**src/hdl/sfc_pkg.sv**
```systemverilog
// ----------------------------------------------------------------------------
// sfc_pkg
// Shared constants, action codes and the state record of the screen fade
// controller.
// ----------------------------------------------------------------------------
package sfc_pkg;

  localparam int unsigned FULL_LEVEL   = 256;
  localparam int unsigned FADE_TIME_MS = 1024;
  localparam int unsigned FALL_HOLD_MS = 512;

  localparam int unsigned ACTION_W = 2;
  localparam int unsigned TIME_W   = 31;
  localparam int unsigned LEVEL_W  = 9;
  localparam int unsigned ALPHA_W  = 8;

  // Clamped elapsed time and its product with the full level.
  localparam int unsigned DELTA_W  = $clog2(FADE_TIME_MS + 1);
  localparam int unsigned PROD_W   = DELTA_W + LEVEL_W;
  localparam int unsigned SHADE_W  = LEVEL_W + ALPHA_W;

  localparam int unsigned IN_DATA_W  = 40;
  localparam int unsigned OUT_DATA_W = 24;

  localparam logic [ACTION_W-1:0] ACT_TICK      = 2'd0;
  localparam logic [ACTION_W-1:0] ACT_FADE_DOWN = 2'd1;
  localparam logic [ACTION_W-1:0] ACT_FADE_UP   = 2'd2;
  localparam logic [ACTION_W-1:0] ACT_RESTORE   = 2'd3;

  localparam logic [TIME_W-1:0]  TIME_MAX   = {TIME_W{1'b1}};
  localparam logic [LEVEL_W-1:0] LEVEL_FULL = LEVEL_W'(FULL_LEVEL);
  localparam logic [ALPHA_W-1:0] ALPHA_MAX  = 8'd255;

  typedef struct packed {
    logic [LEVEL_W-1:0] level;
    logic               rising;
    logic               falling;
    logic [TIME_W-1:0]  prev_time;
    logic               prev_valid;
    logic [TIME_W-1:0]  fall_deadline;
  } fade_state_t;

endpackage

```
**src/hdl/sfc_update.sv**
```systemverilog
// ----------------------------------------------------------------------------
// sfc_update
// Next-state logic of the fade controller: applies one event to the current
// brightness state.
// ----------------------------------------------------------------------------
module sfc_update (
  input  sfc_pkg::fade_state_t              cur,
  input  logic [sfc_pkg::ACTION_W-1:0]      action,
  input  logic [sfc_pkg::TIME_W-1:0]        now_ms,
  output sfc_pkg::fade_state_t              nxt
);

  logic [sfc_pkg::TIME_W-1:0]  delta;
  logic [sfc_pkg::DELTA_W-1:0] delta_clamp;
  logic [sfc_pkg::PROD_W-1:0]  prod;
  logic [sfc_pkg::PROD_W-1:0]  quot;
  logic [sfc_pkg::LEVEL_W-1:0] step;
  logic [sfc_pkg::LEVEL_W:0]   sum_up;
  logic [sfc_pkg::TIME_W:0]    deadline_sum;

  always_comb begin
    delta = now_ms - cur.prev_time;
    if (delta > sfc_pkg::TIME_W'(sfc_pkg::FADE_TIME_MS)) begin
      delta_clamp = sfc_pkg::DELTA_W'(sfc_pkg::FADE_TIME_MS);
    end else begin
      delta_clamp = delta[sfc_pkg::DELTA_W-1:0];
    end
    // The fade time is a power of two, so the divide is a shift.
    prod = sfc_pkg::PROD_W'(delta_clamp) * sfc_pkg::PROD_W'(sfc_pkg::FULL_LEVEL);
    quot = prod / sfc_pkg::PROD_W'(sfc_pkg::FADE_TIME_MS);
    // Time that stands still or runs backwards moves nothing.
    if (now_ms > cur.prev_time) begin
      step = quot[sfc_pkg::LEVEL_W-1:0];
    end else begin
      step = '0;
    end
    sum_up       = {1'b0, cur.level} + {1'b0, step};
    deadline_sum = {1'b0, now_ms} + (sfc_pkg::TIME_W+1)'(sfc_pkg::FALL_HOLD_MS);
  end

  always_comb begin
    nxt = cur;
    unique case (action)
      sfc_pkg::ACT_TICK: begin
        if (cur.rising) begin
          nxt.prev_time  = now_ms;
          nxt.prev_valid = 1'b1;
          if (cur.prev_valid) begin
            if (sum_up >= (sfc_pkg::LEVEL_W+1)'(sfc_pkg::FULL_LEVEL)) begin
              nxt.level      = sfc_pkg::LEVEL_FULL;
              nxt.rising     = 1'b0;
              nxt.prev_valid = 1'b0;
            end else begin
              nxt.level = sum_up[sfc_pkg::LEVEL_W-1:0];
            end
          end
        end
        if (cur.falling) begin
          nxt.prev_time  = now_ms;
          nxt.prev_valid = 1'b1;
          if (cur.prev_valid) begin
            nxt.level = (cur.level > step) ? cur.level - step : '0;
          end
          if (now_ms > cur.fall_deadline) begin
            nxt.falling    = 1'b0;
            nxt.prev_valid = 1'b0;
          end
        end
      end
      sfc_pkg::ACT_FADE_DOWN: begin
        if (!cur.rising) begin
          nxt.falling = 1'b1;
        end
        nxt.fall_deadline = deadline_sum[sfc_pkg::TIME_W] ? sfc_pkg::TIME_MAX
                                                          : deadline_sum[sfc_pkg::TIME_W-1:0];
        nxt.prev_valid    = 1'b0;
      end
      sfc_pkg::ACT_FADE_UP: begin
        nxt.falling    = 1'b0;
        nxt.rising     = 1'b1;
        nxt.prev_valid = 1'b0;
      end
      sfc_pkg::ACT_RESTORE: begin
        nxt.level         = sfc_pkg::LEVEL_FULL;
        nxt.rising        = 1'b0;
        nxt.falling       = 1'b0;
        nxt.prev_time     = '0;
        nxt.prev_valid    = 1'b0;
        nxt.fall_deadline = '0;
      end
      default: begin
        nxt = cur;
      end
    endcase
  end

endmodule

```
**src/hdl/screen_fade_controller_top.sv**
```systemverilog
// ----------------------------------------------------------------------------
// screen_fade_controller_top
// Timestamped fade-down / fade-up brightness tracker with overlay alpha.
// ----------------------------------------------------------------------------
// The block takes one event per clock cycle whenever its output register is
// empty or its item is being taken in the same cycle, and returns one result
// item per event, in the cycle after the event is accepted. The state is
// updated in the cycle of acceptance by a single pass of next-state logic,
// and the result is held in the output register. Each result carries the
// brightness after the event, the busy flag and the overlay opacity.
// ----------------------------------------------------------------------------
module screen_fade_controller_top (
  input  logic                               clk,
  input  logic                               rst_n,
  input  logic                               in_tvalid,
  output logic                               in_tready,
  // [1:0] action, [32:2] now_ms, [39:33] zero
  input  logic [sfc_pkg::IN_DATA_W-1:0]      in_tdata,
  output logic                               out_tvalid,
  input  logic                               out_tready,
  // [8:0] brightness, [9] busy_res, [17:10] overlay_alpha, [23:18] zero
  output logic [sfc_pkg::OUT_DATA_W-1:0]     out_tdata
);

  sfc_pkg::fade_state_t state_r;
  sfc_pkg::fade_state_t state_nxt;

  logic [sfc_pkg::ACTION_W-1:0] in_action;
  logic [sfc_pkg::TIME_W-1:0]   in_now_ms;
  logic                         in_accept;

  logic                          out_valid_r;
  logic [sfc_pkg::LEVEL_W-1:0]   out_brightness_r;
  logic                          out_busy_r;
  logic [sfc_pkg::ALPHA_W-1:0]   out_alpha_r;

  logic [sfc_pkg::LEVEL_W-1:0]   dark;
  logic [sfc_pkg::SHADE_W-1:0]   shade;
  logic [sfc_pkg::SHADE_W-1:0]   shade_q;
  logic [sfc_pkg::ALPHA_W-1:0]   alpha_nxt;

  assign in_action = in_tdata[sfc_pkg::ACTION_W-1:0];
  assign in_now_ms = in_tdata[sfc_pkg::ACTION_W +: sfc_pkg::TIME_W];
  assign in_tready = !out_valid_r || out_tready;
  assign in_accept = in_tvalid && in_tready;

  sfc_update u_update (
    .cur    (state_r),
    .action (in_action),
    .now_ms (in_now_ms),
    .nxt    (state_nxt)
  );

  always_comb begin
    dark    = sfc_pkg::LEVEL_FULL - state_nxt.level;
    shade   = sfc_pkg::SHADE_W'(dark) * sfc_pkg::SHADE_W'(sfc_pkg::ALPHA_MAX);
    shade_q = shade / sfc_pkg::SHADE_W'(sfc_pkg::FULL_LEVEL);
    if (state_nxt.level >= sfc_pkg::LEVEL_FULL) begin
      alpha_nxt = '0;
    end else begin
      alpha_nxt = shade_q[sfc_pkg::ALPHA_W-1:0];
    end
  end

  always_ff @(posedge clk) begin
    if (!rst_n) begin
      state_r.level         <= sfc_pkg::LEVEL_FULL;
      state_r.rising        <= 1'b0;
      state_r.falling       <= 1'b0;
      state_r.prev_time     <= '0;
      state_r.prev_valid    <= 1'b0;
      state_r.fall_deadline <= '0;
      out_valid_r           <= 1'b0;
    end else begin
      if (in_accept) begin
        state_r <= state_nxt;
      end
      if (in_accept) begin
        out_valid_r <= 1'b1;
      end else if (out_tready) begin
        out_valid_r <= 1'b0;
      end
    end
  end

  always_ff @(posedge clk) begin
    if (in_accept) begin
      out_brightness_r <= state_nxt.level;
      out_busy_r       <= state_nxt.rising || state_nxt.falling;
      out_alpha_r      <= alpha_nxt;
    end
  end

  assign out_tvalid = out_valid_r;
  assign out_tdata  = {6'd0, out_alpha_r, out_busy_r, out_brightness_r};

`ifndef SYNTHESIS
  // Fade-up and fade-down never run at the same time.
  a_not_both: assert property (@(posedge clk) disable iff (!rst_n)
    !(state_r.rising && state_r.falling))
    else $error("rising and falling both set");

  // A restore puts the block back at full brightness with no fade running.
  a_restore: assert property (@(posedge clk) disable iff (!rst_n)
    in_accept && in_action == sfc_pkg::ACT_RESTORE |=>
      state_r.level == sfc_pkg::LEVEL_FULL && !state_r.rising && !state_r.falling)
    else $error("restore did not return to full brightness");

  // A tick with no fade running leaves the level alone.
  a_idle_tick: assert property (@(posedge clk) disable iff (!rst_n)
    in_accept && in_action == sfc_pkg::ACT_TICK && !state_r.rising && !state_r.falling
      |=> state_r.level == $past(state_r.level))
    else $error("idle tick changed the level");

  // The reported opacity is zero whenever the reported level is full.
  a_alpha_full: assert property (@(posedge clk) disable iff (!rst_n)
    out_valid_r && out_brightness_r == sfc_pkg::LEVEL_FULL |-> out_alpha_r == '0)
    else $error("overlay not clear at full brightness");

  // The level never goes past full.
  a_level_range: assert property (@(posedge clk) disable iff (!rst_n)
    in_accept |=> state_r.level <= sfc_pkg::LEVEL_FULL)
    else $error("level above full");
`endif

endmodule
```
**config.mk**
```make
export PLATFORM = sky130hd
export DESIGN_NAME = screen_fade_controller_top
export DESIGN_NICKNAME = d
export VERILOG_FILES = /design/src/hdl/sfc_pkg.sv /design/src/hdl/sfc_update.sv /design/src/hdl/screen_fade_controller_top.sv
export SDC_FILE = /design/constraint.sdc
export NUM_CORES = 1
export LEC_CHECK = 0
export BUFFER_PORTS_ARGS = -buffer_cell sky130_fd_sc_hd__buf_2
export CORE_UTILIZATION = 35
export CTS_CLUSTER_DIAMETER = 100
export CTS_CLUSTER_SIZE = 12
export DETAILED_ROUTE_END_ITERATION = 10
export PLACE_DENSITY = 0.51
export REMOVE_ABC_BUFFERS = 1
export SYNTH_ARGS = -nofsm -noshare
export SYNTH_HDL_FRONTEND = slang
export SYNTH_HIERARCHICAL = 1
export SYNTH_SLANG_ARGS = --single-unit
```
**constraint.sdc**
```tcl
create_clock -name clk -period 11.2 [get_ports clk]
set_input_delay 1.12 -clock clk [delete_from_list [all_inputs] [get_ports clk]]
set_output_delay 1.12 -clock clk [all_outputs]
set_load 0.005 [all_outputs]
```
==> results.md, run 1 <==
- Status: finished, final reports clean
- Root Buffer Master: clkbuf_16
- Post-layout min period: 10.48 ns
- Nets@finish: 1672
- DRC Markers: 0
- Worst-Skew Late Latency: 0.37 ns
- # setup viols final: 0
- Unique cell type count in the Yosys netlist: 83
- Switch Pwr: 0.000339 W
- Seq pwr share: 38.0%
- Die width: 178 um
- IO Pins: 70
- Slew @ Worst Pin: 0.805 ns
- DRT iter0 DRCs: 556
- Max-Cap Viols: 0
- Top FF cell, synth: dfxtp_1
- Slowest-stage cell, CP: fa_1
- Internal power: 0.000607 W
- Unrepaired setup endpoints after global routing: false
- GRT met2 Usage: 34.5%
- Antenna violations before repair: 0
- CP required: 11.41 ns
- H-Tree Depth: 3
- Fmax: 95.4 MHz
- Antenna Nets Post-Route: 0
- Mapped cell area: 10800 um2
- Most common cell on crit path: ha_1
- Vias per cell: 5.29
- Overflow left after global routing: 0
- Die ar.: 31500 um2
- PortBufs: 56
- Crit share post-route: 93.6%
- Routing usage on met1: 25.2%
- Die Height: 178 um
- Fillers: 3181
- CP endpoint kind: flop
- Total clock sinks: 93
- Met3 usage: 1.82%
- Maximum vdd drop: 0.0000622 V
- Area leader, netlist: ha_1
- Hold Crit Class: flop to flop
- Fin Setup TNS: 0 ns
- Total GRT Usage: 19.3%
- Power consumption: 0.000946 W
- Clk network pwr share: 34.3%
- TritonCTS buffer count: 9
- Synthesized flop and latch total: 93
- Final GP Congestion: 0.858
- Longest Clk Path Bufs: 2
- WS Path Type: primary input to flop
- Slew HR: 46.2%
- Gate power share: 27.7%
- Proportion of layout cells with a drive suffix above 1: 9.40%
- Hold buffer count at CTS: 0
- Sw frac: 35.9%
- Share of the synthesized area in the top cell type: 14.5%
- WL final: 29200 um
- Endpoints failing hold: 0
- Starting Density: 36.0%
- Max Transition Viols Final: 0
- Final Skew: 0.0146 ns
- Gr busiest metal: met2
- Most frequent cell after synthesis: nand2_1
- Post-synth top cells: 273 x nand2_1, 153 x inv_1, 125 x a21oi_1, 125 x ha_1, 75 x dfxtp_1
- Register area share after synthesis: 18.9%
- Per-cell routed wire length: 15.6 um
- Via count: 9881
- Vias in the first global route: 9560
- Largest net degree at the start of global routing: 76
- Core Area: 30000 um2
- Max incr delay on CP: 0.53 ns
- Post-Syn Instances: 1451
- HPWL after DPL: 21700 um
- YS warnings: 6
- Syn_area_per_cell: 7.43 um2
- Pleak: 4.67 nW
- CTS clk-pin slew, worst paths: 0.07 ns
- Pwr dens: 80.4 nW/um2
- Row Count: 63
- Area growth from synthesis to layout: 9.18%
- CP max FO: 11
- First-pass DRT Iterations: 5
- Worst setup SP type: primary input
- Post-synth EDFFs: 18
- First-pass GRT wire length: 49200 um
- TritonCTS clock tree: yes
- Top post-synthesis cells by area: ha_1 15%, dfxtp_1 14%, nand2_1 9.5%
- CP arrival: 10.70 ns
- Inserted Diodes: 0
- Ys async rst share: 0%
## registers in the layout, indices dropped and copies added (netlist names)
signal,cells
state_r,74
out_alpha_r,8
out_brightness_r,9
out_tvalid,1
out_busy_r,1
## per-layer routing
| metal | vias to the layer above | share of wire [%] |
|---|---|---|
| met5 | - | 0 |
| met4 | 0 | 0.92 |
| met3 | 17 | 2.6 |
| met2 | 139 | 49 |
| met1 | 4678 | 48 |
| li1 | 5047 | - |
## area by class of cell
| type | instances | area, um2 | area share [%] |
|---|---|---|---|
| sequential | 93 | 2040 | 17.3 |
| clock inverter | 6 | 62.6 | 0.531 |
| multi-input combinational | 1130 | 7880 | 66.9 |
| clock buffer | 10 | 229 | 1.94 |
| timing repair buffer | 85 | 498 | 4.23 |
| tap | 390 | 488 | 4.14 |
| inverter | 154 | 579 | 4.92 |
## worst paths after layout
path | start | end | slack (ns) | depth (start not counted)
worst max-delay path | in_tdata[19] | out_alpha_r[6]$_SDFFCE_PP0P_ | 0.72 | 40
worst min-delay path | state_r[29]$_SDFFE_PN0P_ | state_r[29]$_SDFFE_PN0P_ | 0.46 | 2
worst max register to register | state_r[49]$_SDFFE_PN0P_ | out_alpha_r[6]$_SDFFCE_PP0P_ | 1.20 | 40
worst min register to register | state_r[29]$_SDFFE_PN0P_ | state_r[29]$_SDFFE_PN0P_ | 0.46 | 2
## cells by family (layout without fill, tap and decap cells)
logic type	count (synthesis)	after routing	synth area share (%)
muxes	10	10	0.940
other	1	6	0.0348
and+or+nand+nor	488	488	20.7
DFF	93	93	18.9
adders and majority gates	156	156	20.2
xor gates and xnor gates	57	57	5.05
buffers and inverters	233	255	8.65
AOI/OAI and AO/OA	413	413	25.5
## cells in the final DEF (no fill, tap or decap), drive strengths merged, types with 24 or more instances in the layout
master and instances:
nand2 275, inv 158, a21oi 128, ha 125, buf 85, a21boi 80, dfxtp 75, o21ai 56
nor2 47, nand3 38, xnor2 33, fa 30, nor3 27, a21o 24, xor2 24
## power groups by stage
stage | combinational [W] | sequential [W] | clock, W
after floorplan | 0.000174 | 0.000367 | 0
after global placement | 0.000261 | 0.000367 | 0
after detailed placement | 0.000262 | 0.000367 | 0
after CTS | 0.000263 | 0.000359 | 0.000341
after global routing | 0.000295 | 0.000361 | 0.000353
final | 0.000262 | 0.000359 | 0.000325
## through the flow
| stage | area, um2 | hold WS, ns | worst slack (ns) | instances | util, % |
|---|---|---|---|---|---|
| finish | 11800 | 0.456 | 0.716 | 1868 | 39.3 |
| floorplan | 10400 | 0.435 | 0.0937 | 1377 | - |
| global route | 11800 | 0.486 | 0.00293 | 1868 | 39.3 |
| global placement | 11500 | 0.442 | 0.278 | 1852 | 38.2 |
| detailed placement | 11500 | 0.445 | 0.236 | 1852 | 38.2 |
| CTS | 11700 | 0.455 | 0.565 | 1868 | 39.2 |
## critical path: cells and delay by family
family	cells	cell delay, ns
mux	1	0.18
compound gates	13	3.06
simple gates	9	1.96
buf+inv	6	0.68
fa+ha+maj	9	3.35
xor+xnor	2	0.32
## repair_timing
action	4_1_cts	5_1_grt
gates resized for setup	0	5
endpoints found under the setup margin	0	5
endpoints found under the hold margin	0	0
buffers inserted	0	0
No activity file was read; power rests on OpenSTA's default activity.
==> inputs of run 2 (changes only) <==
--- a/config.mk
+++ b/config.mk
@@ -10,7 +10,7 @@
 export CTS_CLUSTER_DIAMETER = 100
 export CTS_CLUSTER_SIZE = 12
 export DETAILED_ROUTE_END_ITERATION = 10
-export PLACE_DENSITY = 0.51
+export PLACE_DENSITY_LB_ADDON = 0.1
 export REMOVE_ABC_BUFFERS = 1
 export SYNTH_ARGS = -nofsm -noshare
 export SYNTH_HDL_FRONTEND = slang
==> constraint.sdc (replaced) <==
create_clock -name clk -period 9.3 [get_ports clk]
set_input_delay 0.93 -clock clk [delete_from_list [all_inputs] [get_ports clk]]
set_output_delay 0.93 -clock clk [all_outputs]
set_load 0.005 [all_outputs]
==> run 2 against run 1 <==
  * The flow now finishes with violations (setup timing)
  * Sequential cell count is the same
  * Non-clock buffer count grew 317
  * Hold slack lost 0.0046 ns
  * Worst setup slack lost 0.81 ns
  * Highest routed layer unchanged
  * Final cell count grew 17%
==> results.md, run 2 (same netlist as run 1, synthesis figures left out) <==
- Via count: 11110 (+12%)
- H-Tree Depth: 3 (unchanged)
- Largest registers: state_r (74), out_brightness_r (9), out_alpha_r (8)
- Fin area: 15100 um2 (+28%)
- Final core utilization: 50.3% (+11 points)
- IO Pins: 70 (unchanged)
- R2R Setup Slk: 0.15 ns (-1.05 ns)
- WL final: 33300 um (+14%)
- Endpoints failing hold: 0 (unchanged)
- Largest register by flop count: state_r
- Max Transition Viols Final: 0 (unchanged)
- Die Height: 178 um (unchanged)
- Pwr dens: 85.0 nW/um2 (+5.8%)
- Inserted Diodes: 0 (unchanged)
- Leading cell types in the layout, fill and taps excluded: 331 x buf_4, 266 x nand2_1, 137 x inv_1, 109 x a21oi_1, 96 x ha_1
- Vias per cell: 5.08 (-3.9%)
- Max-Cap Viols: 0 (unchanged)
- Post-layout min period: 9.40 ns
- Area growth from synthesis to layout: 39.7%
- Proportion of layout cells with a drive suffix above 1: 32.2% (+23 points)
- Clk network pwr share: 31.4% (-2.9 points)
- Power consumption: 0.00128 W (+35%)
- Die width: 178 um (unchanged)
- Worst setup SP type: primary input
- Total clock sinks: 93 (unchanged)
- Sw frac: 33.5% (-2.3 points)
- Violated checks: setup timing
- Buf+Inv Stages, Crit Path: 7 (+1)
- Antenna Nets Post-Route: 0 (unchanged)
- Slew @ Worst Pin: 1.05 ns (+0.245 ns)
- Row Count: 63 (unchanged)
- TritonCTS buffer count: 9 (unchanged)
- Most common cell on crit path: fa_1
- Maximum vdd drop: 0.000115 V (+85%)
- # setup viols final: 2 (+2)
- Crit share post-route: 101%
- Core Area: 30000 um2 (unchanged)
- Max incr delay on CP: 0.52 ns (about the same)
- Hold buffer count at CTS: 0 (unchanged)
- CTS clk-pin slew, worst paths: 0.07 ns (about the same)
- Final GP Congestion: 0.859 (+0.19%)
- Overflow left after global routing: 0 (unchanged)
- Number of flip-flops in the largest register: 74 (unchanged)
- Commonest non-fill, non-tap cell in the layout: buf_4
- Unrepaired setup endpoints after global routing: true
- DRC Markers: 0 (unchanged)
- Starting Density: 36.0% (unchanged)
- Fmax: 106 MHz
- CP endpoint kind: flop
- TritonCTS clock tree: yes
- Dpl ws: -1.04 ns (-1.28 ns)
- WS Path Type: primary input to flop
- First-pass DRT Iterations: 6 (+1)
- Vias in the first global route: 10825 (+13%)
- Pleak: 6.37 nW (+36%)
- Worst-Skew Late Latency: 0.37 ns (about the same)
- Slowest-stage cell, CP: fa_1
- Root Buffer Master: clkbuf_16
- Seq pwr share: 33.8% (-4.2 points)
- Gate power share: 34.8% (+7.1 points)
- Largest net degree at the start of global routing: 86 (+13%)
- Switch Pwr: 0.000429 W (+26%)
- Top Family by Delay on Critical Path: adder cells
- HPWL after DPL: 24800 um (+14%)
- DRT iter0 DRCs: 604 (+8.6%)
- CP max FO: 5 (-6)
- Slew HR: 30.0% (-16 points)
- Hold Crit Class: flop to flop
- CP required: 9.52 ns (-1.89 ns)
- Fillers: 2923 (-8.1%)
- Internal power: 0.000852 W (+40%)
- Final Skew: 0.0143 ns (-0.000299 ns)
- Antenna violations before repair: 0 (unchanged)
- Nets@finish: 1989 (+19%)
- Placed instance area: 13500 um2 (+18%)
- Status: finished, violations left
- Die ar.: 31500 um2 (unchanged)
- Total GRT Usage: 21.4% (+2.1 points)
- Per-cell routed wire length: 15.2 um (-2.4%)
- Longest Clk Path Bufs: 2 (unchanged)
- Setup slack after layout: -0.0983 ns (-0.815 ns)
- CP arrival: 9.62 ns (-1.08 ns)
- PortBufs: 56 (unchanged)
- First-pass GRT wire length: 54100 um (+9.8%)
-- run 2: layout make-up --
| class | instances | area, um2 | area share (%) |
|---|---|---|---|
| Clock buffer | 14 | 295 | 1.96 |
| Clock inverter | 2 | 11.3 | 0.0747 |
| Inverter | 154 | 584 | 3.88 |
| Multi-Input combinational cell | 1130 | 8680 | 57.6 |
| Sequential cell | 93 | 2040 | 13.5 |
| Tap cell | 390 | 488 | 3.24 |
| Timing Repair Buffer | 402 | 2970 | 19.7 |
-- run 2: repair_timing --
action / CTS / global route
resized for setup: 72 / 129
pin swaps: 39 / 62
buffers inserted: 22 / 21
setup endpoints to repair: 8 / 8
-- run 2: worst reg2reg max path, delay by kind of cell, from the launching register on --
kind / cells / cell delay (ns)
buf+inv: 6 / 0.68
mux: 1 / 0.19
flops: 1 / 0.35
compound gates: 16 / 2.99
fa+ha+maj: 8 / 3.11
simple gates: 9 / 1.51
xor+xnor: 1 / 0.17
-- run 2: path summary, 6_finish.rpt --
kind                       startpoint                      endpoint  cells after the start
max reg2reg  state_r[33]$_SDFFE_PN0P_  out_alpha_r[6]$_SDFFCE_PP0P_                     41
min          state_r[12]$_SDFFE_PN0P_      state_r[12]$_SDFFE_PN0P_                      2
max                       in_tdata[2]  out_alpha_r[6]$_SDFFCE_PP0P_                     43
min reg2reg  state_r[12]$_SDFFE_PN0P_      state_r[12]$_SDFFE_PN0P_                      2
-- run 2: per-layer routing --
metal | wire length (um) | vias to the layer above | global-route usage [%]
li1 | - | 5673 | -
met1 | 15600 | 5229 | 27.5
met2 | 16000 | 171 | 37.1
met3 | 1040 | 37 | 2.81
met4 | 660 | 0 | 6.02
met5 | 0 | - | 0
-- run 2: power groups by stage --
stage	Clock [W]	Combinational, W	Sequential (W)
2_1_floorplan	0	0.000210	0.000442
3_3_place_gp	0	0.000400	0.000442
3_5_place_dp	0	0.000402	0.000442
4_1_cts	0.000413	0.000416	0.000432
5_1_grt	0.000426	0.000494	0.000434
6_report	0.000403	0.000446	0.000432
-- run 2: metrics by stage --
step	cells	setup TNS [ns]	hold WS [ns]
finish	2185	-0.149	0.451
global route	2185	-2.14	0.476
CTS	2167	-0.122	0.455
detailed placement	2129	-7.52	0.445
global placement	2129	-6.14	0.442
floorplan	1377	-11.39	0.435
